--- config.mk ---
export PLATFORM = sky130hd
export DESIGN_NAME = arpc_front_flat
export DESIGN_NICKNAME = d
export VERILOG_FILES = /design/src/rtl/arp_cache_and_responder_top_assert.svh /design/src/rtl/arpc_pkg.sv /design/src/rtl/arpc_if.sv /design/src/rtl/arpc_front.sv /design/src/flat_wrapper.sv
export SDC_FILE = /design/constraint.sdc
export NUM_CORES = 1
export LEC_CHECK = 0
export BUFFER_PORTS_ARGS = -buffer_cell sky130_fd_sc_hd__buf_2
export CAP_MARGIN = 20
export CORE_AREA = 2 2 127 129
export DETAILED_ROUTE_END_ITERATION = 8
export DIE_AREA = 0 0 129 131
export PLACE_DENSITY = 0.42
export SLEW_MARGIN = 15
export SYNTH_ARGS = -nofsm -noshare
export SYNTH_HDL_FRONTEND = slang
export SYNTH_SLANG_ARGS = --single-unit
--- constraint.sdc ---
create_clock -name vclk -period 1.1
set_input_delay 0.22 -clock vclk [all_inputs]
set_output_delay 0.22 -clock vclk [all_outputs]
set_load 0.02 [all_outputs]
--- src/rtl/arp_cache_and_responder_top_assert.svh ---
// ----------------------------------------------------------------------------
// ARP cache assertion macros
// Clocked assertion shorthands shared by the ARP cache RTL.
// ----------------------------------------------------------------------------
`ifndef ARP_CACHE_AND_RESPONDER_TOP_ASSERT_SVH
`define ARP_CACHE_AND_RESPONDER_TOP_ASSERT_SVH

// Property that must hold at every clock edge outside reset.
`define ARPC_ASSERT(lbl, clk, rst_n, prop, msg) \
  lbl: assert property (@(posedge clk) disable iff (!rst_n) (prop)) else $error(msg);

// Condition in one cycle implies a consequence in the next cycle.
`define ARPC_ASSERT_NEXT(lbl, clk, rst_n, ante, cons, msg) \
  lbl: assert property (@(posedge clk) disable iff (!rst_n) (ante) |=> (cons)) else $error(msg);

`endif

--- src/rtl/arpc_pkg.sv ---
// ----------------------------------------------------------------------------
// ARP cache package
// Sizes, codes and shared types of the ARP cache and responder.
// ----------------------------------------------------------------------------
package arpc_pkg;

  localparam int TABLE_DEPTH = 512;
  localparam int PTR_W       = (TABLE_DEPTH > 1) ? $clog2(TABLE_DEPTH) : 1;
  localparam int CNT_W       = $clog2(TABLE_DEPTH + 1);

  localparam int QDEPTH  = 2;
  localparam int QPTR_W  = (QDEPTH > 1) ? $clog2(QDEPTH) : 1;
  localparam int QCNT_W  = $clog2(QDEPTH + 1);

  localparam int IP_W    = 32;
  localparam int MAC_W   = 48;
  localparam int CNTO_W  = 10;
  localparam int CFG_AW  = 4;
  localparam int CFG_DW  = 64;

  localparam logic [IP_W-1:0]  BCAST_IP  = 32'hFFFF_FFFF;
  localparam logic [MAC_W-1:0] BCAST_MAC = {6{8'hFF}};
  localparam logic [15:0]      ARP_OP_REQUEST = 16'd1;

  typedef enum logic [1:0] {
    CMD_RX     = 2'd0,
    CMD_LOOKUP = 2'd1,
    CMD_ADD    = 2'd2
  } cmd_t;

  typedef enum logic {
    REG_OWN_IP  = 1'b0,
    REG_OWN_MAC = 1'b1
  } cfg_reg_t;

  typedef enum logic [1:0] {
    OP_STORE,
    OP_LOOKUP,
    OP_BCAST,
    OP_NONE
  } op_kind_t;

  typedef enum logic [1:0] {
    B_IDLE,
    B_SCAN,
    B_DONE
  } back_state_t;

  // Classified work item; for a store, ip/mac is also the reply destination.
  typedef struct packed {
    op_kind_t          kind;
    logic              reply;
    logic [IP_W-1:0]   ip;
    logic [MAC_W-1:0]  mac;
  } q_item_t;

  typedef struct packed {
    logic full;
    logic empty;
  } q_stat_t;

  typedef struct packed {
    logic [IP_W-1:0]  ip;
    logic [MAC_W-1:0] mac;
  } entry_t;

  typedef struct packed {
    logic              reply_valid;
    logic [MAC_W-1:0]  reply_dest_mac;
    logic [IP_W-1:0]   reply_dest_ip;
    logic              lookup_hit;
    logic [MAC_W-1:0]  found_mac;
    logic [CNTO_W-1:0] entry_count;
  } result_t;

endpackage

--- src/rtl/arpc_if.sv ---
// ----------------------------------------------------------------------------
// ARP cache channels
// Valid/ready channels for command beats and result beats.
// ----------------------------------------------------------------------------
interface arpc_in_if import arpc_pkg::*; ();
  logic               valid;
  logic               ready;
  logic [1:0]         cmd;
  logic [15:0]        opcode;
  logic [MAC_W-1:0]   sender_mac;
  logic [IP_W-1:0]    sender_ip;
  logic [IP_W-1:0]    target_ip;
  logic [IP_W-1:0]    key_ip;
  logic [MAC_W-1:0]   entry_mac;

  modport source (output valid, cmd, opcode, sender_mac, sender_ip, target_ip,
                  key_ip, entry_mac, input ready);
  modport sink   (input valid, cmd, opcode, sender_mac, sender_ip, target_ip,
                  key_ip, entry_mac, output ready);
endinterface


--- src/rtl/arpc_front.sv ---
// ----------------------------------------------------------------------------
// ARP cache front end
// Accepts command beats, classifies them and pushes work items to the queue.
// ----------------------------------------------------------------------------
module arpc_front import arpc_pkg::*; (
  arpc_in_if.sink         in_ch,
  input  logic [IP_W-1:0] own_ip,
  input  q_stat_t         q_stat,
  output logic            q_push,
  output q_item_t         q_item
);

  assign in_ch.ready = !q_stat.full;
  assign q_push      = in_ch.valid && !q_stat.full;

  always_comb begin
    q_item.kind  = OP_NONE;
    q_item.reply = 1'b0;
    q_item.ip    = in_ch.key_ip;
    q_item.mac   = in_ch.entry_mac;
    unique case (in_ch.cmd)
      CMD_RX: begin
        q_item.kind  = OP_STORE;
        q_item.reply = (in_ch.opcode == ARP_OP_REQUEST) && (in_ch.target_ip == own_ip);
        q_item.ip    = in_ch.sender_ip;
        q_item.mac   = in_ch.sender_mac;
      end
      CMD_LOOKUP: begin
        // broadcast key is answered without touching the table
        q_item.kind = (in_ch.key_ip == BCAST_IP) ? OP_BCAST : OP_LOOKUP;
      end
      CMD_ADD: begin
        q_item.kind = OP_STORE;
      end
      default: begin
        q_item.kind = OP_NONE;
      end
    endcase
  end

endmodule

--- src/flat_wrapper.sv ---
// flat-port wrapper written by rule: the top's interface ports become plain ports
module arpc_front_flat import arpc_pkg::*;
  (own_ip, q_stat, q_push, q_item, in_ch_valid, in_ch_cmd, in_ch_opcode, in_ch_sender_mac, in_ch_sender_ip, in_ch_target_ip, in_ch_key_ip, in_ch_entry_mac, in_ch_ready);
  arpc_in_if in_ch_i ();
  input  logic [IP_W-1:0] own_ip;
  input  q_stat_t q_stat;
  output logic q_push;
  output q_item_t q_item;
  input wire logic [$bits(in_ch_i.valid)-1:0] in_ch_valid;
  input wire logic [$bits(in_ch_i.cmd)-1:0] in_ch_cmd;
  input wire logic [$bits(in_ch_i.opcode)-1:0] in_ch_opcode;
  input wire logic [$bits(in_ch_i.sender_mac)-1:0] in_ch_sender_mac;
  input wire logic [$bits(in_ch_i.sender_ip)-1:0] in_ch_sender_ip;
  input wire logic [$bits(in_ch_i.target_ip)-1:0] in_ch_target_ip;
  input wire logic [$bits(in_ch_i.key_ip)-1:0] in_ch_key_ip;
  input wire logic [$bits(in_ch_i.entry_mac)-1:0] in_ch_entry_mac;
  output wire logic [$bits(in_ch_i.ready)-1:0] in_ch_ready;
  assign in_ch_i.valid = in_ch_valid;
  assign in_ch_i.cmd = in_ch_cmd;
  assign in_ch_i.opcode = in_ch_opcode;
  assign in_ch_i.sender_mac = in_ch_sender_mac;
  assign in_ch_i.sender_ip = in_ch_sender_ip;
  assign in_ch_i.target_ip = in_ch_target_ip;
  assign in_ch_i.key_ip = in_ch_key_ip;
  assign in_ch_i.entry_mac = in_ch_entry_mac;
  assign in_ch_ready = in_ch_i.ready;
  arpc_front u_core (.in_ch(in_ch_i), .own_ip(own_ip), .q_stat(q_stat), .q_push(q_push), .q_item(q_item));
endmodule
==> summary.txt, run 1 <==
Route
  • DRT Pass-1 Iters: 4
  • Antenna-violating nets left: 0
  • Routed WL: 10,600 um
  • Vias/cell: 3.69
  • Detailed-route via count: 2,688
  • Initial drt markers: 76
  • Drc violations: 0
  • Avg WL per Cell: 14.6 um

Floorplan
  • Core ar.: 0.0156 sq mm
  • Die span in y: 131 um
  • Die width: 129 um
  • Num rows: 46
  • Starting density of the core: 0.0935
  • DIE AREA: 0.0169 sq mm
  • Ports: 330

Hold path
  • Hold Startpoint: q_stat[1]
  • Hold Crit Endpoint: in_ch_ready
  • Hold Path Class: in2out
  • Worst Hold Path Cells: 3

Run status
  • Outcome: finished with violations
  • Failing checks: negative setup slack

Yosys
  • Synth Area in XOR/XNOR: 0.192
  • Area of the mapped netlist: 0.00146 sq mm
  • Synth area leaders: mux2_2, xor2_1, nor4_1
  • Synthesized Nets: 399
  • Portion of netlist area occupied by mux cells: 0.617
  • Synth cell types: 15
  • Register area share after synthesis: 0
  • Post-Synth Adder-Cell Area: 0
  • Synth warn: 0
  • Largest family of logic cells by synthesized area: multiplexers
  • Compound-Gate Fraction of Synth Area: 0.00858
  • Synth area leader: mux2_2
  • Top cell type's share of synthesized area: 0.617
  • Simple-gate area share of the yosys netlist: 0.138
  • Syn_area_per_cell: 9.47 sq um
  • Syn Inst Count: 154

Critical path
  • Startpoint class of the critical path: input pin
  • Critical Path RT: 880 ps
  • Crit-path max FO: 1
  • Setup crit end kind: output pin
  • Worst setup path class: in2out
  • Crit path DAT: 1420 ps

Power
  • Leakage: 2.56 nW
  • Worst IR drop on VDD: 0.168 mV
  • Total Power: 2.26 mW
  • Cell area power density: 469 mW/mm^2

Clocking
  • CTS Hold Bufs: 0

Global route
  • Largest net degree at the start of global routing: 9
  • GRT Util Overall: 0.109
  • Initial antenna violation count: 0
  • Vias in the first global route: 2,919
  • Global route overflow: 0
  • Global-route wire length before repair: 14,700 um

Layout
  • Most common cell after layout, fill and taps aside: buf_2
  • Area growth, synth to finish: 230%
  • Nets: 759
  • Seq. cell area: 0 sq um
  • Clock buffers: 0
  • Share of cells above drive strength 1: 0.895
  • Diode count: 0
  • Seq_cells: 0
  • Final Util: 0.309
  • Most frequent cells in the layout: buf_2, buf_6, mux2_4
  • Fillcell total: 1,600
  • Design Area, Final: 0.00482 sq mm

STA
  • Worst slew pin tran: 333 ps
  • Total negative slack: -34,980 ps
  • Tcrit/Tclk final: 1.49
  • Final setup margin: -544 ps
  • RSZ-0062 raised after global routing: yes
  • Worst Hold Slack: 701 ps
  • Final Slew Violations: 0
  • Final hold vios: 0
  • Final Setup Violations: 83
  • Slew headroom: 0.776
  • Fmax: 608 MHz
  • Fin crit period: 1640 ps

Placement
  • Port bufs: 329
  • Placed cell area: 0.00373 sq mm
  • HPWL after DPL: 8540 um
  • RD Place Congestion: 0.859

Job
  • Max-Cap Viols: 0
critical path: stages:
cell	delay [ps]
buf_2	100
xor2_1	160
nor4_2	280
buf_4	150
nand4_1	160
nor4_4	180
buf_4	180
cell type report:
cell class                      instances  area, sq um  share of cell area
Timing Repair Buffer                  366         2780               0.578
Multi-Input combinational cell        145         1760               0.365
Tap cell                              216          270              0.0561
Inverter                                1         3.75            0.000779
per-layer routing:
| metal | up-vias | wire [um] | share of wire | GRT usage |
|---|---|---|---|---|
| met4 | 0 | 39 | 0.0037 | 0.00384 |
| li1 | 1309 | - | - | - |
| met1 | 1229 | 3910 | 0.37 | 0.129 |
| met5 | - | 0 | 0 | 0 |
| met2 | 146 | 5990 | 0.56 | 0.219 |
| met3 | 4 | 688 | 0.065 | 0.0122 |
what timing repair did:
item,CTS,global route
gates cloned,7,0
gates resized for setup,221,48
setup buffers,18,3
setup endpoints to repair,83,83
pin swaps,10,7
how the worst max path moves through the flow:
stage,from,depth (start not counted),to
global route,own_ip[13],7,q_item[80]
detailed placement,own_ip[19],7,q_item[80]
CTS,in_ch_target_ip[13],7,q_item[80]
floorplan,own_ip[16],4,q_item[80]
global placement,own_ip[19],7,q_item[80]
finish,own_ip[5],7,q_item[80]
cell usage after synthesis:
| cell | number |
|---|---|
| nand4_1 | 11 |
| nand2_1 | 2 |
| mux2_2 | 80 |
| nor2b_1 | 2 |
| xor2_1 | 31 |
| inv_1 | 1 |
| xnor2_1 | 1 |
| nor4_1 | 12 |
| buf_4 | 8 |
| nor3_1 | 1 |
| nor4_2 | 1 |
| o21a_1 | 1 |
| nor2_4 | 1 |
| nor4b_1 | 1 |
| a21oi_1 | 1 |
stage by stage:
stage               setup WS [ps]  std cells
floorplan                    -263        154
global placement             -724        713
detailed placement           -750        713
CTS                          -571        738
global route                 -640        728
finish                       -544        728
cell families (layout without fill, tap and decap cells):
group,count (synthesis),after routing
buf+inv,9,367
xor+xnor,32,32
simple gates,31,31
mux,80,80
compound gates,2,2
where the power goes:
group	switching, mW	internal [mW]
Combinational	0.910	1.35
Clock	0	0
Sequential	0	0
Total	0.910	1.35
(Power assumes the default switching activity.)
==> run 2: changes to the inputs <==
- CELL_PAD_IN_SITES_DETAIL_PLACEMENT: not set -> 0
- CELL_PAD_IN_SITES_GLOBAL_PLACEMENT: not set -> 1
- CORE_AREA: 2 2 127 129 -> 2 2 128 130
- DIE_AREA: 0 0 129 131 -> 0 0 130 132
- PLACE_DENSITY: 0.42 -> 0.66
==> summary.txt, run 2 (synthesis results as in run 1) <==
Run status
  • Outcome: finished with violations
  • Failing checks: negative setup slack

Placement
  • Post-placement cell count: 721
  • Placed cell area: 0.00380 sq mm
  • HPWL after DPL: 8140 um
  • RD Place Congestion: 0.785
  • Port bufs: 329

Layout
  • Area growth, synth to finish: 231%
  • Most common cell after layout, fill and taps aside: buf_2
  • Most frequent cells in the layout: buf_2, buf_6, mux2_4
  • Nets: 761
  • Fillcell total: 1,635
  • Seq. cell area: 0 sq um
  • Final Util: 0.307
  • Clock buffers: 0
  • Share of cells above drive strength 1: 0.891
  • Seq_cells: 0
  • Design Area, Final: 0.00482 sq mm
  • Diode count: 0
  • Non-filler cells, final: 730

Global route
  • GRT Util Overall: 0.106
  • Global-route wire length before repair: 14,600 um
  • Largest net degree at the start of global routing: 8
  • Global route overflow: 0
  • Vias in the first global route: 2,983
  • Initial antenna violation count: 0

STA
  • RSZ-0062 raised after global routing: yes
  • Fin crit period: 1600 ps
  • Final hold vios: 0
  • Tcrit/Tclk final: 1.45
  • Final Slew Violations: 0
  • Final setup margin: -496 ps
  • Final Setup Violations: 83
  • Total negative slack: -33,800 ps
  • Worst Hold Slack: 701 ps
  • Fmax: 626 MHz
  • Slew headroom: 0.767
  • Worst slew pin tran: 347 ps

Floorplan
  • Ports: 330
  • Num rows: 46
  • Core ar.: 0.0157 sq mm
  • Starting density of the core: 0.0928
  • DIE AREA: 0.0172 sq mm
  • Die span in y: 132 um
  • Die width: 130 um

Critical path
  • CP max stage delay: 310 ps
  • Worst setup path class: in2out
  • Startpoint class of the critical path: input pin
  • Crit path DAT: 1380 ps
  • Setup crit end kind: output pin
  • CP cell instances: buf_6 -> xor2_1 -> nor4_2 -> nand4_1 -> nor4_4 -> buf_4
  • Crit-path max FO: 1
  • Critical Path RT: 880 ps
  • Critical-path top delay cell: nor4_2

Route
  • Antenna-violating nets left: 0
  • DRT Pass-1 Iters: 4
  • Detailed-route via count: 2,724
  • Initial drt markers: 43
  • Drc violations: 0
  • Vias/cell: 3.73
  • Avg WL per Cell: 14.2 um
  • Routed WL: 10,300 um

Power
  • Cell area power density: 466 mW/mm^2
  • Worst IR drop on VDD: 0.210 mV
  • Leakage: 2.57 nW

Job
  • Max-Cap Viols: 0

Hold path
  • Hold Path Class: in2out
run 2: changes by cell type in the layout (fill, tap and decap cells not counted), moves of 2 or more:
cell	delta
buf_6	+4
buf_16	-2
buf_2	-2
buf_8	+4
run 2: path summary, 6_finish.rpt:
| check | from | end | cells past startpoint |
|---|---|---|---|
| hold / removal | q_stat[1] | in_ch_ready | 3 |
| setup / recovery | in_ch_target_ip[28] | q_item[80] | 6 |
run 2: power by group:
part	switching [mW]	internal, mW
logic	0.895	1.35
clock network	0	0
registers	0	0
total	0.895	1.35
run 2: final cells by class:
cell class / instances / area (sq um) / share of cell area
Inverter: 1 / 3.75 / 0.000778
Timing Repair Buffer: 368 / 2800 / 0.580
Multi-Input combinational cell: 145 / 1750 / 0.363
Tap cell: 216 / 270 / 0.0560
run 2: worst max-delay path: cells and delay by family:
kind          cells  cell delay (ps)
simple gates      3              740
buf+inv           2              270
xor+xnor          1              150
run 2: metrics by stage:
step	power [mW]	setup WS [ps]
final	2.25	-496
after detailed placement	1.67	-569
after global routing	2.38	-611
after floorplan	0.862	-263
after global placement	1.66	-576
after CTS	2.18	-547
run 2: repair_timing:
action / 4_1_cts / 5_1_grt
pin swaps: 6 / 9
hold buffers: 0 / 0
setup buffers: 10 / 2
gates cloned: 4 / 0
resized for setup: 218 / 50
endpoints found under the setup margin: 83 / 83
run 2: routing by layer:
| metal | share of wire | GRT usage | vias to the layer above |
|---|---|---|---|
| li1 | - | - | 1311 |
| met1 | 0.32 | 0.100 | 1235 |
| met2 | 0.60 | 0.236 | 168 |
| met3 | 0.070 | 0.0150 | 10 |
| met4 | 0.011 | 0.0125 | 0 |
| met5 | 0 | 0 | - |
==> run 3: changes to the inputs <==
- ABC_AREA: not set -> 1
- CORE_AREA: 2 2 128 130 -> 2 2 130 132
- DIE_AREA: 0 0 130 132 -> 0 0 132 134
- PLACE_DENSITY: 0.66 -> 0.69
==> summary.txt, run 3 <==
Layout
  • Clock buffers: 0
  • Most frequent cells in the layout: buf_2, nand2_1, inv_1, mux2_4, buf_4
  • Area growth, synth to finish: 149%
  • Seq_cells: 0
  • Most common cell after layout, fill and taps aside: buf_2
  • Fillcell total: 1,870
  • Final Util: 0.264
  • Diode count: 0
  • Multi-input gate area: 0.00173 sq mm
  • Nets: 882
  • Seq. cell area: 0 sq um
  • Non-filler cells, final: 855
  • Share of cells above drive strength 1: 0.721

Critical path
  • Cell mode on critical path: buf_12
  • CP cell instances: buf_8 -> nor2_4 -> buf_12 -> buf_12 -> mux2_4 -> buf_2
  • CP max stage delay: 340 ps
  • Crit path max-delay family: buffers and inverters
  • Crit-path max FO: 26
  • Crit path DAT: 1330 ps
  • Worst setup path class: in2out
  • Setup crit end kind: output pin
  • Crit path buffers/inverters: 4
  • Critical Path RT: 880 ps
  • Startpoint class of the critical path: input pin
  • Critical-path top delay cell: mux2_4

Yosys
  • Register area share after synthesis: 0
  • Synthesized Nets: 521
  • Area of the mapped netlist: 0.00173 sq mm
  • Synth area leader: mux2_2
  • Synth cell types: 19
  • Synth Area in XOR/XNOR: 0.0456
  • Simple-gate area share of the yosys netlist: 0.291
  • Post-Synth Adder-Cell Area: 0
  • Syn Inst Count: 276
  • Largest family of logic cells by synthesized area: multiplexers
  • Compound-Gate Fraction of Synth Area: 0.0362
  • Syn_area_per_cell: 6.27 sq um
  • Synth area leaders: mux2_2, nand2_1, inv_1
  • Most frequent cells after synthesis: mux2_2, nand2_1, inv_1
  • Portion of netlist area occupied by mux cells: 0.495
  • Synth warn: 0
  • Top cell type's share of synthesized area: 0.495

Route
  • DRT Pass-1 Iters: 4
  • Vias/cell: 3.65
  • Routed WL: 11,400 um
  • Drc violations: 0
  • Antenna-violating nets left: 0
  • Initial drt markers: 78
  • Avg WL per Cell: 13.4 um
  • Detailed-route via count: 3,118

STA
  • Slew headroom: 0.864
  • Final hold vios: 0
  • Fmax: 645 MHz
  • Final Slew Violations: 0
  • Final setup margin: -449 ps
  • Final Setup Violations: 83
  • Worst slew pin tran: 204 ps
  • RSZ-0062 raised after global routing: yes
  • Tcrit/Tclk final: 1.41
  • Fin crit period: 1550 ps

Hold path
  • Hold Path Class: in2out
  • Hold Crit Endpoint: in_ch_ready
  • Worst Hold Path Cells: 3
  • Hold Startpoint: q_stat[1]

Global route
  • GRT Util Overall: 0.111
  • Vias in the first global route: 3,101
  • Largest net degree at the start of global routing: 31
  • Global-route wire length before repair: 16,000 um
  • Initial antenna violation count: 0
  • Global route overflow: 0

Job
  • Max-Cap Viols: 0

Power
  • Worst IR drop on VDD: 0.195 mV
  • Total Power: 1.88 mW
  • Leakage: 2.54 nW
  • Cell area power density: 437 mW/mm^2

Floorplan
  • Core ar.: 0.0163 sq mm
  • DIE AREA: 0.0177 sq mm
  • Ports: 330
  • Starting density of the core: 0.106
  • Die span in y: 134 um
  • Die width: 132 um
  • Num rows: 47

Run status
  • Failing checks: negative setup slack
  • Outcome: finished with violations

Placement
  • Post-placement cell count: 852
  • RD Place Congestion: 0.789
  • HPWL after DPL: 10,100 um
  • Pre-CTS setup slack: -488 ps
  • Port bufs: 329
==> run 3: cell count changes after synthesis, moves of 2 or more <==
cell / delta
nand2_1: +74
inv_1: +44
nor2_1: +33
xor2_1: -27
nor4_1: -12
o21ai_0: +10
nand4_1: -5
buf_2: +4
buf_4: -4
mux2_2: -4
nand3_1: +4
xnor2_1: +4
nor2b_1: -2
==> run 3: metrics by stage <==
step | hold WS (ps) | area [sq um] | setup TNS (ps)
final | 703 | 4300 | -31380
after global routing | 721 | 4300 | -34570
after CTS | 705 | 4210 | -32440
after detailed placement | 705 | 4080 | -35140
after global placement | 705 | 4080 | -34050
after floorplan | 517 | 1930 | -6570
==> run 3: area by class of cell <==
cell class | count | share of cell area
timing repair buffer | 368 | 0.494
multi-input combinational | 222 | 0.403
tap | 220 | 0.0640
inverter | 45 | 0.0393
==> run 3: routing by layer <==
layer,share of wire,routed length (um),global-route usage,vias up
met5,0,0,0,-
met4,0.0035,40,0.00543,0
met3,0.082,942,0.0174,2
met2,0.48,5470,0.195,171
met1,0.43,4960,0.151,1343
li1,-,-,-,1602
==> run 3: repair_timing <==
| item | 4_1_cts | 5_1_grt |
|---|---|---|
| hold buffers | 0 | 0 |
| gates cloned | 0 | 1 |
| setup buffers | 2 | 0 |
| setup endpoints to repair | 83 | 83 |
| gates resized for setup | 31 | 17 |
| pin swaps | 4 | 5 |
==> run 3: power by group <==
| group | switching, mW | leakage, nW | internal, mW |
|---|---|---|---|
| Clock | 0 | 0 | 0 |
| Combinational | 0.893 | 2.54 | 0.987 |
| Sequential | 0 | 0 | 0 |
==> run 3: worst max path at each step <==
stage,startpoint,end,slack [ps],depth (start not counted)
6_report,in_ch_cmd[1],q_item[59],-450,6
5_1_grt,in_ch_cmd[1],q_item[59],-480,6
4_1_cts,in_ch_cmd[1],q_item[25],-450,6
3_5_place_dp,in_ch_cmd[1],q_item[80],-490,10
3_3_place_gp,in_ch_cmd[1],q_item[80],-490,10
2_1_floorplan,in_ch_cmd[1],q_item[34],-100,4
==> run 3: logic make-up after synthesis <==
| group | count (synthesis) |
|---|---|
| compound gates | 12 |
| xor+xnor | 9 |
| buf+inv | 54 |
| mux | 76 |
| simple gates | 125 |
