$ cat src/rtl/arp_cache_and_responder_top_assert.svh
// ----------------------------------------------------------------------------
// ARP cache assertion macros
// Clocked assertion shorthands shared by the ARP cache RTL.
// ----------------------------------------------------------------------------
`ifndef ARP_CACHE_AND_RESPONDER_TOP_ASSERT_SVH
`define ARP_CACHE_AND_RESPONDER_TOP_ASSERT_SVH

// Property that must hold at every clock edge outside reset.
`define ARPC_ASSERT(lbl, clk, rst_n, prop, msg) \
  lbl: assert property (@(posedge clk) disable iff (!rst_n) (prop)) else $error(msg);

// Condition in one cycle implies a consequence in the next cycle.
`define ARPC_ASSERT_NEXT(lbl, clk, rst_n, ante, cons, msg) \
  lbl: assert property (@(posedge clk) disable iff (!rst_n) (ante) |=> (cons)) else $error(msg);

`endif

$ cat src/rtl/arpc_pkg.sv
// ----------------------------------------------------------------------------
// ARP cache package
// Sizes, codes and shared types of the ARP cache and responder.
// ----------------------------------------------------------------------------
package arpc_pkg;

  localparam int TABLE_DEPTH = 512;
  localparam int PTR_W       = (TABLE_DEPTH > 1) ? $clog2(TABLE_DEPTH) : 1;
  localparam int CNT_W       = $clog2(TABLE_DEPTH + 1);

  localparam int QDEPTH  = 2;
  localparam int QPTR_W  = (QDEPTH > 1) ? $clog2(QDEPTH) : 1;
  localparam int QCNT_W  = $clog2(QDEPTH + 1);

  localparam int IP_W    = 32;
  localparam int MAC_W   = 48;
  localparam int CNTO_W  = 10;
  localparam int CFG_AW  = 4;
  localparam int CFG_DW  = 64;

  localparam logic [IP_W-1:0]  BCAST_IP  = 32'hFFFF_FFFF;
  localparam logic [MAC_W-1:0] BCAST_MAC = {6{8'hFF}};
  localparam logic [15:0]      ARP_OP_REQUEST = 16'd1;

  typedef enum logic [1:0] {
    CMD_RX     = 2'd0,
    CMD_LOOKUP = 2'd1,
    CMD_ADD    = 2'd2
  } cmd_t;

  typedef enum logic {
    REG_OWN_IP  = 1'b0,
    REG_OWN_MAC = 1'b1
  } cfg_reg_t;

  typedef enum logic [1:0] {
    OP_STORE,
    OP_LOOKUP,
    OP_BCAST,
    OP_NONE
  } op_kind_t;

  typedef enum logic [1:0] {
    B_IDLE,
    B_SCAN,
    B_DONE
  } back_state_t;

  // Classified work item; for a store, ip/mac is also the reply destination.
  typedef struct packed {
    op_kind_t          kind;
    logic              reply;
    logic [IP_W-1:0]   ip;
    logic [MAC_W-1:0]  mac;
  } q_item_t;

  typedef struct packed {
    logic full;
    logic empty;
  } q_stat_t;

  typedef struct packed {
    logic [IP_W-1:0]  ip;
    logic [MAC_W-1:0] mac;
  } entry_t;

  typedef struct packed {
    logic              reply_valid;
    logic [MAC_W-1:0]  reply_dest_mac;
    logic [IP_W-1:0]   reply_dest_ip;
    logic              lookup_hit;
    logic [MAC_W-1:0]  found_mac;
    logic [CNTO_W-1:0] entry_count;
  } result_t;

endpackage

$ cat src/rtl/arpc_queue.sv
// ----------------------------------------------------------------------------
// ARP cache work queue
// Short FIFO between the front end and the table engine.
// ----------------------------------------------------------------------------
`include "arp_cache_and_responder_top_assert.svh"

module arpc_queue import arpc_pkg::*; (
  input  logic    clk,
  input  logic    rst_n,
  input  logic    push,
  input  q_item_t push_item,
  input  logic    pop,
  output q_item_t pop_item,
  output q_stat_t stat
);

  q_item_t             q_mem_r [QDEPTH];
  logic [QPTR_W-1:0]   wptr_r, wptr_nxt;
  logic [QPTR_W-1:0]   rptr_r, rptr_nxt;
  logic [QCNT_W-1:0]   cnt_r, cnt_nxt;

  assign stat.full  = (cnt_r == QCNT_W'(QDEPTH));
  assign stat.empty = (cnt_r == '0);
  assign pop_item   = q_mem_r[rptr_r];

  always_comb begin
    wptr_nxt = wptr_r;
    rptr_nxt = rptr_r;
    if (push) begin
      wptr_nxt = (wptr_r == QPTR_W'(QDEPTH - 1)) ? '0 : wptr_r + 1'b1;
    end
    if (pop) begin
      rptr_nxt = (rptr_r == QPTR_W'(QDEPTH - 1)) ? '0 : rptr_r + 1'b1;
    end
    cnt_nxt = cnt_r + QCNT_W'(push) - QCNT_W'(pop);
  end

  always_ff @(posedge clk) begin
    if (!rst_n) begin
      wptr_r <= '0;
      rptr_r <= '0;
      cnt_r  <= '0;
    end else begin
      wptr_r <= wptr_nxt;
      rptr_r <= rptr_nxt;
      cnt_r  <= cnt_nxt;
    end
  end

  always_ff @(posedge clk) begin
    if (push) begin
      q_mem_r[wptr_r] <= push_item;
    end
  end

  `ARPC_ASSERT(a_q_no_overflow, clk, rst_n, !(push && stat.full), "queue push while full")
  `ARPC_ASSERT(a_q_no_underflow, clk, rst_n, !(pop && stat.empty), "queue pop while empty")
  `ARPC_ASSERT(a_q_cnt_range, clk, rst_n, cnt_r <= QCNT_W'(QDEPTH), "queue count out of range")

endmodule

$ cat config.mk
export PLATFORM = sky130hd
export DESIGN_NAME = arpc_queue
export DESIGN_NICKNAME = d
export VERILOG_FILES = /design/src/rtl/arpc_pkg.sv /design/src/rtl/arpc_queue.sv
export VERILOG_INCLUDE_DIRS = /design/src /design/src/rtl
export SDC_FILE = /design/constraint.sdc
export NUM_CORES = 1
export LEC_CHECK = 0
export ABC_CLOCK_PERIOD_IN_PS = 11200
export BUFFER_PORTS_ARGS = -buffer_cell sky130_fd_sc_hd__buf_4
export CAP_MARGIN = 20
export CORE_MARGIN = 4
export CORE_UTILIZATION = 56
export DETAILED_ROUTE_END_ITERATION = 7
export PLACE_DENSITY = 0.84
export SYNTH_ARGS = -nofsm -noshare
export SYNTH_HDL_FRONTEND = slang
export SYNTH_SLANG_ARGS = --single-unit
export TNS_END_PERCENT = 5
$ cat constraint.sdc
create_clock -name clk -period 11.2 [get_ports clk]
set_input_delay 0.56 -clock clk [delete_from_list [all_inputs] [get_ports clk]]
set_output_delay 0.56 -clock clk [all_outputs]
set_load 0.01 [all_outputs]
==> impl_metrics.yaml, run 1 <==
sta:
  finalHoldViolations: 0
  tightest_slew_ps: 965
  skew_ps: 8.35
  timing.fmax_ghz: 0.331
  rsz0062_at_grt: "no"
  setup_viol: 0
  slew_violations: 0
  layout_min_cycle_time_ps: 3020
  slew_headroom_pct: 35.7
  finalSetupTns_ps: 0
  fin_crit_sh_pct: 27.0
detailed_routing:
  wire_per_inst_um: 18.3
  vias: 3179
  first_pass_iters: 6
  drc_errors: 0
  ant_nets: 0
  drt_iter0_markers: 136
  via_per_inst: 5.15
  wl_um: 11300
grt:
  grt_overflow_total: 0
  grt_pass1_wl_um: 16200
  track_usage_pct: 16.7
  antenna_found_initial: 0
  use_met3_pct: 5.64
  grt_most_used_layer: "met2"
  grt_max_degree: 84
  grt_use_met2_pct: 27.2
  grt_pass1_vias: 3159
  met1_usage_pct: 20.5
logic_synthesis:
  avgSynthCellArea_sq_um: 23.3
  synth_nets: 368
  ys_warn_count: 0
  synth_seq_area_share_pct: 78.2
  synth_area_sq_mm: 0.00650
  synth_cell_types: 14
  ys_seq_elements: 171
  postSynthCellCount: 279
worst_hold_path:
  min_from: "push_item[71]"
  hold_path_class: "primary input to flip-flop"
  worstHoldPathCells: 1
clocking:
  numCtsBuffers: 17
  root_buffer: "clkbuf_16"
  ctsHoldBuffers: 0
  cts_tree: "yes"
  clk-insertion-delay-late_ps: 410
  post_cts_buffers: 0
  post_cts_resized: 0
  cts_buffer_depth: 2
  numClockSinks: 171
  htreeDepth: 4
  cts.clk_slew.worst_paths_ps: 60
power:
  p_leak_uw: 0.00336
  p_total_uw: 1500
  cellPowerDensity_mw_per_mm2: 177
  ir_worst_vdd_mv: 0.105
run:
  cap_violations: 0
worst_setup_path:
  end_kind: "output pin"
  startpoint_type: "flip-flop"
  slowest_delay_ps: 830
  path_common_cell: "buf_4"
  r2r_cells: 2
  worstSetupPathType: "flip-flop to output pin"
  r2r_start: "wptr_r"
  crit_path_max_fanout: 54
  worstPathArrival_ps: 2460
  slowest_stage: "buf_4"
  cp_data_required_time_ps: 10640
  path_cells: "buf_4, mux2_4, buf_4"
  ff2ff_setup_slack_ps: 9480
floorplan:
  die_h_um: 116
  ioPinCount: 172
  coreArea_sq_mm: 0.0114
  die_area_sq_mm: 0.0134
  rows: 39
  start_util_pct: 57.2
  die_w_um: 116
status:
  status: "complete, no violations"
cells_and_area:
  synthToLayoutAreaGrowth_pct: 30.7
  final_cell_mix: "174 x buf_4, 166 x edfxtp_1, 70 x mux2_4, 17 x clkbuf_16, 13 x mux2_2"
  final_common_cell: "buf_4"
  drive_above_1_share_pct: 60.1
  finish.net_count: 553
  num_antenna_cells: 0
place:
  io_buffer_count: 171
  gp_congestion: 0.690
  hpwl_um: 7760
## report_power, final
group | leakage, uW | total (uW) | internal, uW | switching [uW]
clock network | 0.000270 | 558 | 347 | 211
logic | 0.00149 | 189 | 112 | 76.2
registers | 0.00160 | 755 | 740 | 14.8
## through the flow
step	util, %	std cells	hold slack, ps	setup slack, ps	instance area (sq um)
2_1_floorplan	-	279	555	6450	6500
3_3_place_gp	69.5	587	562	8600	7910
3_5_place_dp	69.5	587	580	8580	7910
4_1_cts	74.5	616	315	8130	8470
5_1_grt	74.7	617	312	8040	8500
6_report	74.7	617	330	8180	8500
## kinds of logic (layout without fill, tap and decap cells)
kind of cell             after synthesis  after routing  share of synthesized area [%]
AO/OA/AOI/OAI                          1              1                          0.115
multiplexers                          83             83                           18.4
AND/OR/NAND/NOR                        9              9                          0.827
flip-flops                           171            171                           78.2
buffers and inverters                 11            206                           1.58
XOR/XNOR                               2              2                          0.481
adder cells (fa/ha/maj)                2              2                          0.385
## registers in the layout, summed over array words and instances, names as in the netlist, named ones only
name and cells:
cnt_r 2, q_mem_r 166, rptr_r 1, wptr_r 1
## cell usage after synthesis
cell type  count  area share, %
buf_2          1          0.077
buf_6          8            1.4
inv_1          2           0.12
xor2_1         1           0.13
edfxtp_1     166             77
dfxtp_1        5            1.5
o21a_1         1           0.12
mux2_4        70             16
mux2_2        13            2.3
xnor3_1        1           0.35
nor2b_1        4           0.38
ha_1           2           0.38
and2_1         4           0.38
nor2_1         1          0.058
## final timing paths
| kind | end |
|---|---|
| max | pop_item[16] |
| min | q_mem_r[1][71] |
| max reg2reg | q_mem_r[0][38] |
| min reg2reg | flip-flop |
## worst max-delay path: cells and delay by family (launching register included)
kind,cells,cell delay [ps]
multiplexers,1,360
buffers and inverters,2,970
flip-flops,1,650
## layer usage
| metal | up-vias | routed length [um] |
|---|---|---|
| met1 | 1570 | 4460 |
| met3 | 14 | 951 |
| met5 | - | 0 |
| met4 | 0 | 179 |
| met2 | 131 | 5700 |
| li1 | 1464 | - |
## final cells by class
type,instances,area (sq um)
Inverter,2,7.51
Clock buffer,22,444
Timing Repair Buffer,175,1330
Fill cell,654,2870
Tap cell,143,179
Multi-Input combinational cell,97,1330
Clock inverter,7,120
Sequential cell,171,5090
No activity file was read; power rests on OpenSTA's default activity.
==> inputs of run 2 (changes only) <==
--- a/config.mk
+++ b/config.mk
@@ -6,13 +6,14 @@
 export SDC_FILE = /design/constraint.sdc
 export NUM_CORES = 1
 export LEC_CHECK = 0
-export ABC_CLOCK_PERIOD_IN_PS = 11200
+export ABC_AREA = 1
+export ABC_CLOCK_PERIOD_IN_PS = 2700
 export BUFFER_PORTS_ARGS = -buffer_cell sky130_fd_sc_hd__buf_4
 export CAP_MARGIN = 20
 export CORE_MARGIN = 4
-export CORE_UTILIZATION = 56
+export CORE_UTILIZATION = 47
 export DETAILED_ROUTE_END_ITERATION = 7
-export PLACE_DENSITY = 0.84
+export PLACE_DENSITY = 0.75
 export SYNTH_ARGS = -nofsm -noshare
 export SYNTH_HDL_FRONTEND = slang
 export SYNTH_SLANG_ARGS = --single-unit
==> constraint.sdc (replaced) <==
create_clock -name clk -period 2.7 [get_ports clk]
set_input_delay 0.135 -clock clk [delete_from_list [all_inputs] [get_ports clk]]
set_output_delay 0.135 -clock clk [all_outputs]
set_load 0.01 [all_outputs]
==> run 2 against run 1 <==
Effect of this change:
- critical path type unchanged
- sequential share of layout area decreased by 5.8 points
- flip-flop and latch count unchanged
- count of clock-buffer cells in the layout shrank 4
==> impl_metrics.yaml, run 2 <==
power:
  p_leak_uw: 0.00375
  ir_worst_vdd_mv: 0.453
  p_total_uw: 6120
  cellPowerDensity_mw_per_mm2: 650
grt:
  track_usage_pct: 16.5
  grt_pass1_vias: 3993
  grt_max_degree: 62
  grt_pass1_wl_um: 20300
  grt_overflow_total: 0
  antenna_found_initial: 0
sta:
  layout_min_cycle_time_ps: 2050
  skew_ps: 4.20
  slew_violations: 0
  finalHoldViolations: 0
  rsz0062_at_grt: "no"
  fin_crit_sh_pct: 76.0
  tightest_slew_ps: 838
  finalSetupTns_ps: 0
  setup_viol: 0
  slew_headroom_pct: 44.1
  timing.fmax_ghz: 0.487
  worst_slack_ps: 648
logic_synthesis:
  synth_area_sq_mm: 0.00656
  ys_seq_elements: 171
  ys_warn_count: 0
  postSynthCellCount: 291
  synth_ff_type: "edfxtp_1"
  synth.area.top_cells: "edfxtp_1 76%, mux2_4 16%, mux2_2 2.2%, buf_12 2.1%, dfxtp_1 1.5%"
  synth_cell_types: 13
  synth_edf_count: 166
  synth_common_cells: "166 x edfxtp_1, 70 x mux2_4, 13 x mux2_2, 9 x nor2_1, 8 x nand2_1"
  ys_async_sr_fraction_pct: 0
  synth_seq_area_share_pct: 77.5
  avgSynthCellArea_sq_um: 22.6
  synth_nets: 380
  synth.top_cell.area_share_pct: 75.9
  synth.most_common_cell: "edfxtp_1"
  yosys.area.top_type: "edfxtp_1"
clocking:
  cts_buffer_depth: 2
  cts.clk_slew.worst_paths_ps: 60
  numCtsBuffers: 17
  post_cts_buffers: 0
  root_buffer: "clkbuf_16"
  clk-insertion-delay-late_ps: 410
  numClockSinks: 171
  post_cts_resized: 0
  cts_tree: "yes"
  ctsHoldBuffers: 86
  htreeDepth: 4
floorplan:
  rows: 42
  die_area_sq_mm: 0.0159
  die_h_um: 126
  coreArea_sq_mm: 0.0135
  start_util_pct: 48.8
  ioPinCount: 172
  die_w_um: 126
cells_and_area:
  top_register: "q_mem_r"
  num_antenna_cells: 0
  finish.net_count: 655
  final_common_cell: "buf_4"
  drive_above_1_share_pct: 50.5
  final_cell_mix: "177 x buf_4, 166 x edfxtp_1, 86 x dlygate4sd3_1, 70 x mux2_4, 17 x clkbuf_16"
  largest_reg_flops: 166
  synthToLayoutAreaGrowth_pct: 43.3
  stdcell_area_sq_mm: 0.00940
  utilization_pct: 69.9
  largestRegisters: "q_mem_r x166, cnt_r x2"
place:
  place_area_sq_mm: 0.00801
  io_buffer_count: 171
  pre_cts_slack_ps: 1070
  hpwl_um: 7990
  gp_congestion: 0.746
detailed_routing:
  vias: 3531
  ant_nets: 0
  via_per_inst: 4.68
  drc_errors: 0
  wl_um: 13000
  first_pass_iters: 4
  drt_iter0_markers: 197
  wire_per_inst_um: 17.2
worst_hold_path:
  hold_path_class: "primary input to flip-flop"
worst_setup_path:
  crit_path_max_fanout: 27
  worstPathArrival_ps: 1920
  end_kind: "output pin"
  cp_data_required_time_ps: 2570
  startpoint_type: "flip-flop"
  worstSetupPathType: "flip-flop to output pin"
status:
  status: "complete, no violations"
run:
  cap_violations: 0
-- run 2: cell types whose count changed in the layout (fill, tap and decap cells not counted), moves of 4 or more --
cell and change:
dlygate4sd3_1 +86, inv_1 +4, clkbuf_1 -4, nand2_1 +8, nor2_1 +7
-- run 2: worst paths after layout --
check	startpoint	to	slack (ps)	depth (start not counted)
min reg2reg	rptr_r	flip-flop	510	2
min	push_item[80]	q_mem_r[0][80]	450	2
max reg2reg	wptr_r	q_mem_r[0][2]	1170	2
max	flip-flop	pop_item[78]	650	3
-- run 2: cell type report --
class | instances | area, sq um
Sequential cell | 171 | 5090
Fill cell | 866 | 4050
Timing Repair Buffer | 265 | 2230
Multi-Input combinational cell | 104 | 1300
Clock buffer | 18 | 429
Tap cell | 176 | 220
Clock inverter | 13 | 105
Inverter | 7 | 27.5
-- run 2: report_power, final --
group / leakage [uW] / switching [uW] / internal [uW]
logic: 0.00190 / 324 / 488
clock network: 0.000254 / 924 / 1250
registers: 0.00160 / 55.5 / 3070
total: 0.00375 / 1300 / 4810
-- run 2: critical path, stage by stage (launching register included) --
cell and delay [ps]:
dfxtp_4 690, buf_12 270, mux2_2 370, buf_4 150
-- run 2: metrics by stage --
| step | hold WS (ps) | instances |
|---|---|---|
| 4_1_cts | 423 | 754 |
| 3_3_place_gp | 320 | 637 |
| 3_5_place_dp | 322 | 637 |
| 5_1_grt | 436 | 754 |
| 6_report | 445 | 754 |
| 2_1_floorplan | 228 | 291 |
-- run 2: cells by family after synthesis --
logic type / count (synthesis) / share of synthesized area, %
flops: 171 / 77.5
mux: 83 / 18.2
simple gates: 18 / 1.05
buf+inv: 16 / 2.78
fa+ha+maj: 2 / 0.381
compound gates: 1 / 0.0762
-- run 2: layer usage --
| metal | track usage (%) | share of wire, % | vias to the layer above |
|---|---|---|---|
| met5 | 0 | 0 | - |
| met4 | 6.12 | 0.98 | 0 |
| met3 | 5.17 | 6.6 | 12 |
| met2 | 29.5 | 53 | 128 |
| met1 | 18.5 | 40 | 1714 |
| li1 | - | - | 1677 |
==> inputs of run 3 (changes only) <==
--- a/config.mk
+++ b/config.mk
@@ -7,13 +7,13 @@
 export NUM_CORES = 1
 export LEC_CHECK = 0
 export ABC_AREA = 1
-export ABC_CLOCK_PERIOD_IN_PS = 2700
+export ABC_CLOCK_PERIOD_IN_PS = 2100
 export BUFFER_PORTS_ARGS = -buffer_cell sky130_fd_sc_hd__buf_4
 export CAP_MARGIN = 20
 export CORE_MARGIN = 4
-export CORE_UTILIZATION = 47
+export CORE_UTILIZATION = 52
 export DETAILED_ROUTE_END_ITERATION = 7
-export PLACE_DENSITY = 0.75
+export PLACE_DENSITY = 0.79
 export SYNTH_ARGS = -nofsm -noshare
 export SYNTH_HDL_FRONTEND = slang
 export SYNTH_SLANG_ARGS = --single-unit
==> constraint.sdc (replaced) <==
create_clock -name clk -period 2.1 [get_ports clk]
set_input_delay 0.105 -clock clk [delete_from_list [all_inputs] [get_ports clk]]
set_output_delay 0.105 -clock clk [all_outputs]
set_load 0.01 [all_outputs]
==> run 3 against run 2 <==
Effect of this change:
- utilization grew 7.7 points
- first-iteration DRC count grew 14%
- die area shrank 9.0%
- cell count shrank 1.1%
- count of clock-buffer cells in the layout is the same
- largest cell class unchanged
- highest routed layer unchanged
- sequential share of layout area shrank 0.19 points
==> impl_metrics.yaml, run 3 (same netlist as run 2, synthesis figures left out) <==
grt:
  antenna_found_initial: 0
  grt_pass1_wl_um: 20500
  grt_overflow_total: 0
  track_usage_pct: 19.3
  grt_pass1_vias: 3883
  grt_max_degree: 47
power:
  clkPwrFrac_pct: 36.4
  combPwrFrac_pct: 13.3
  ir_worst_vdd_mv: 0.636
  p_total_uw: 7980
  internal-power_uw: 6310
  seq_power_share_pct: 50.4
  switchingPower_uw: 1670
  swShare_pct: 21.0
  cellPowerDensity_mw_per_mm2: 846
  p_leak_uw: 0.00377
detailed_routing:
  via_per_inst: 4.80
  ant_nets: 0
  first_pass_iters: 4
  wl_um: 13400
  wire_per_inst_um: 18.0
  drc_errors: 0
  vias: 3581
  drt_iter0_markers: 224
place:
  gp_congestion: 0.729
  io_buffer_count: 171
  hpwl_um: 7810
clocking:
  cts.clk_slew.worst_paths_ps: 60
  root_buffer: "clkbuf_16"
  numClockSinks: 171
  cts_tree: "yes"
  numCtsBuffers: 17
  clk-insertion-delay-late_ps: 420
  htreeDepth: 4
  post_cts_resized: 0
  cts_buffer_depth: 2
cells_and_area:
  num_antenna_cells: 0
  largestRegisters: "q_mem_r x166, cnt_r x2"
  final_common_cell: "buf_4"
  drive_above_1_share_pct: 50.3
  largest_reg_flops: 166
  synthToLayoutAreaGrowth_pct: 43.8
  top_register: "q_mem_r"
  finish.net_count: 654
  utilization_pct: 77.6
  final_cell_mix: "174 x buf_4, 166 x edfxtp_1, 86 x dlygate4sd3_1, 70 x mux2_4, 17 x clkbuf_16"
worst_setup_path:
  worstSetupPathType: "flip-flop to output pin"
  worstPathArrival_ps: 1810
  startpoint_type: "flip-flop"
  crit_path_max_fanout: 32
  end_kind: "output pin"
  cp_data_required_time_ps: 2000
sta:
  slew_violations: 0
  rsz0062_at_grt: "no"
  layout_min_cycle_time_ps: 1910
  fin_crit_sh_pct: 91.1
  finalHoldViolations: 0
  slew_headroom_pct: 58.7
  timing.fmax_ghz: 0.523
  tightest_slew_ps: 620
  setup_viol: 0
  skew_ps: 5.17
worst_hold_path:
  hold_path_class: "primary input to flip-flop"
status:
  status: "complete, no violations"
floorplan:
  ioPinCount: 172
  die_h_um: 120
  die_area_sq_mm: 0.0145
  coreArea_sq_mm: 0.0122
  die_w_um: 120
  start_util_pct: 54.0
  rows: 40
run:
  cap_violations: 0
run 3: path summary, 6_finish.rpt:
check	endpoint	start	slack (ps)	depth (start not counted)
setup / recovery	pop_item[22]	flip-flop	190	3
hold / removal	q_mem_r[1][81]	push_item[81]	400	2
setup reg to reg	q_mem_r[1][54]	wptr_r	660	3
hold reg to reg	flip-flop	rptr_r	500	2
run 3: repair_timing:
action                                  in CTS  in global routing
buffers inserted                             0                  0
hold buffers                                86                  0
hold endpoints to repair                   171                  0
endpoints found under the setup margin       0                  0
run 3: layout make-up:
| class | count | area (sq um) |
|---|---|---|
| flip-flops and latches | 171 | 5090 |
| fillers | 637 | 2730 |
| clock inverters | 14 | 130 |
| inverters | 7 | 27.5 |
| repair buffers | 264 | 2250 |
| clock buffers | 18 | 429 |
| well taps | 168 | 210 |
| multi-input cells | 104 | 1300 |
run 3: metrics by stage:
stage | setup TNS [ps] | hold WS, ps | setup slack [ps] | instance area, sq um | cells
after floorplan | -34170 | 198 | -412 | 6570 | 291
after global placement | 0 | 289 | 616 | 8020 | 628
after detailed placement | 0 | 293 | 618 | 8020 | 628
after global routing | 0 | 390 | 99.1 | 9440 | 746
after CTS | 0 | 370 | 143 | 9440 | 746
final | 0 | 402 | 188 | 9440 | 746
run 3: routing by layer:
layer | up-vias | wire [um] | share of wire (%) | GRT usage (%)
li1 | 1682 | - | - | -
met1 | 1704 | 5080 | 38 | 21.5
met2 | 169 | 7010 | 52 | 34.1
met3 | 26 | 1080 | 8.0 | 6.17
met4 | 0 | 287 | 2.1 | 8.07
met5 | - | 0 | 0 | 0
run 3: worst max-delay path, cell delays in order, from the launching register on:
cell	delay [ps]
dfxtp_4	580
buf_12	310
mux2_4	340
buf_4	150
run 3: power by group through the flow:
| stage | registers [uW] | clock network [uW] | logic, uW |
|---|---|---|---|
| final | 4020 | 2900 | 1060 |
| after global routing | 4040 | 3140 | 1130 |
| after CTS | 4020 | 2980 | 1060 |
| after detailed placement | 4090 | 0 | 922 |
| after global placement | 4080 | 0 | 908 |
| after floorplan | 4060 | 0 | 513 |
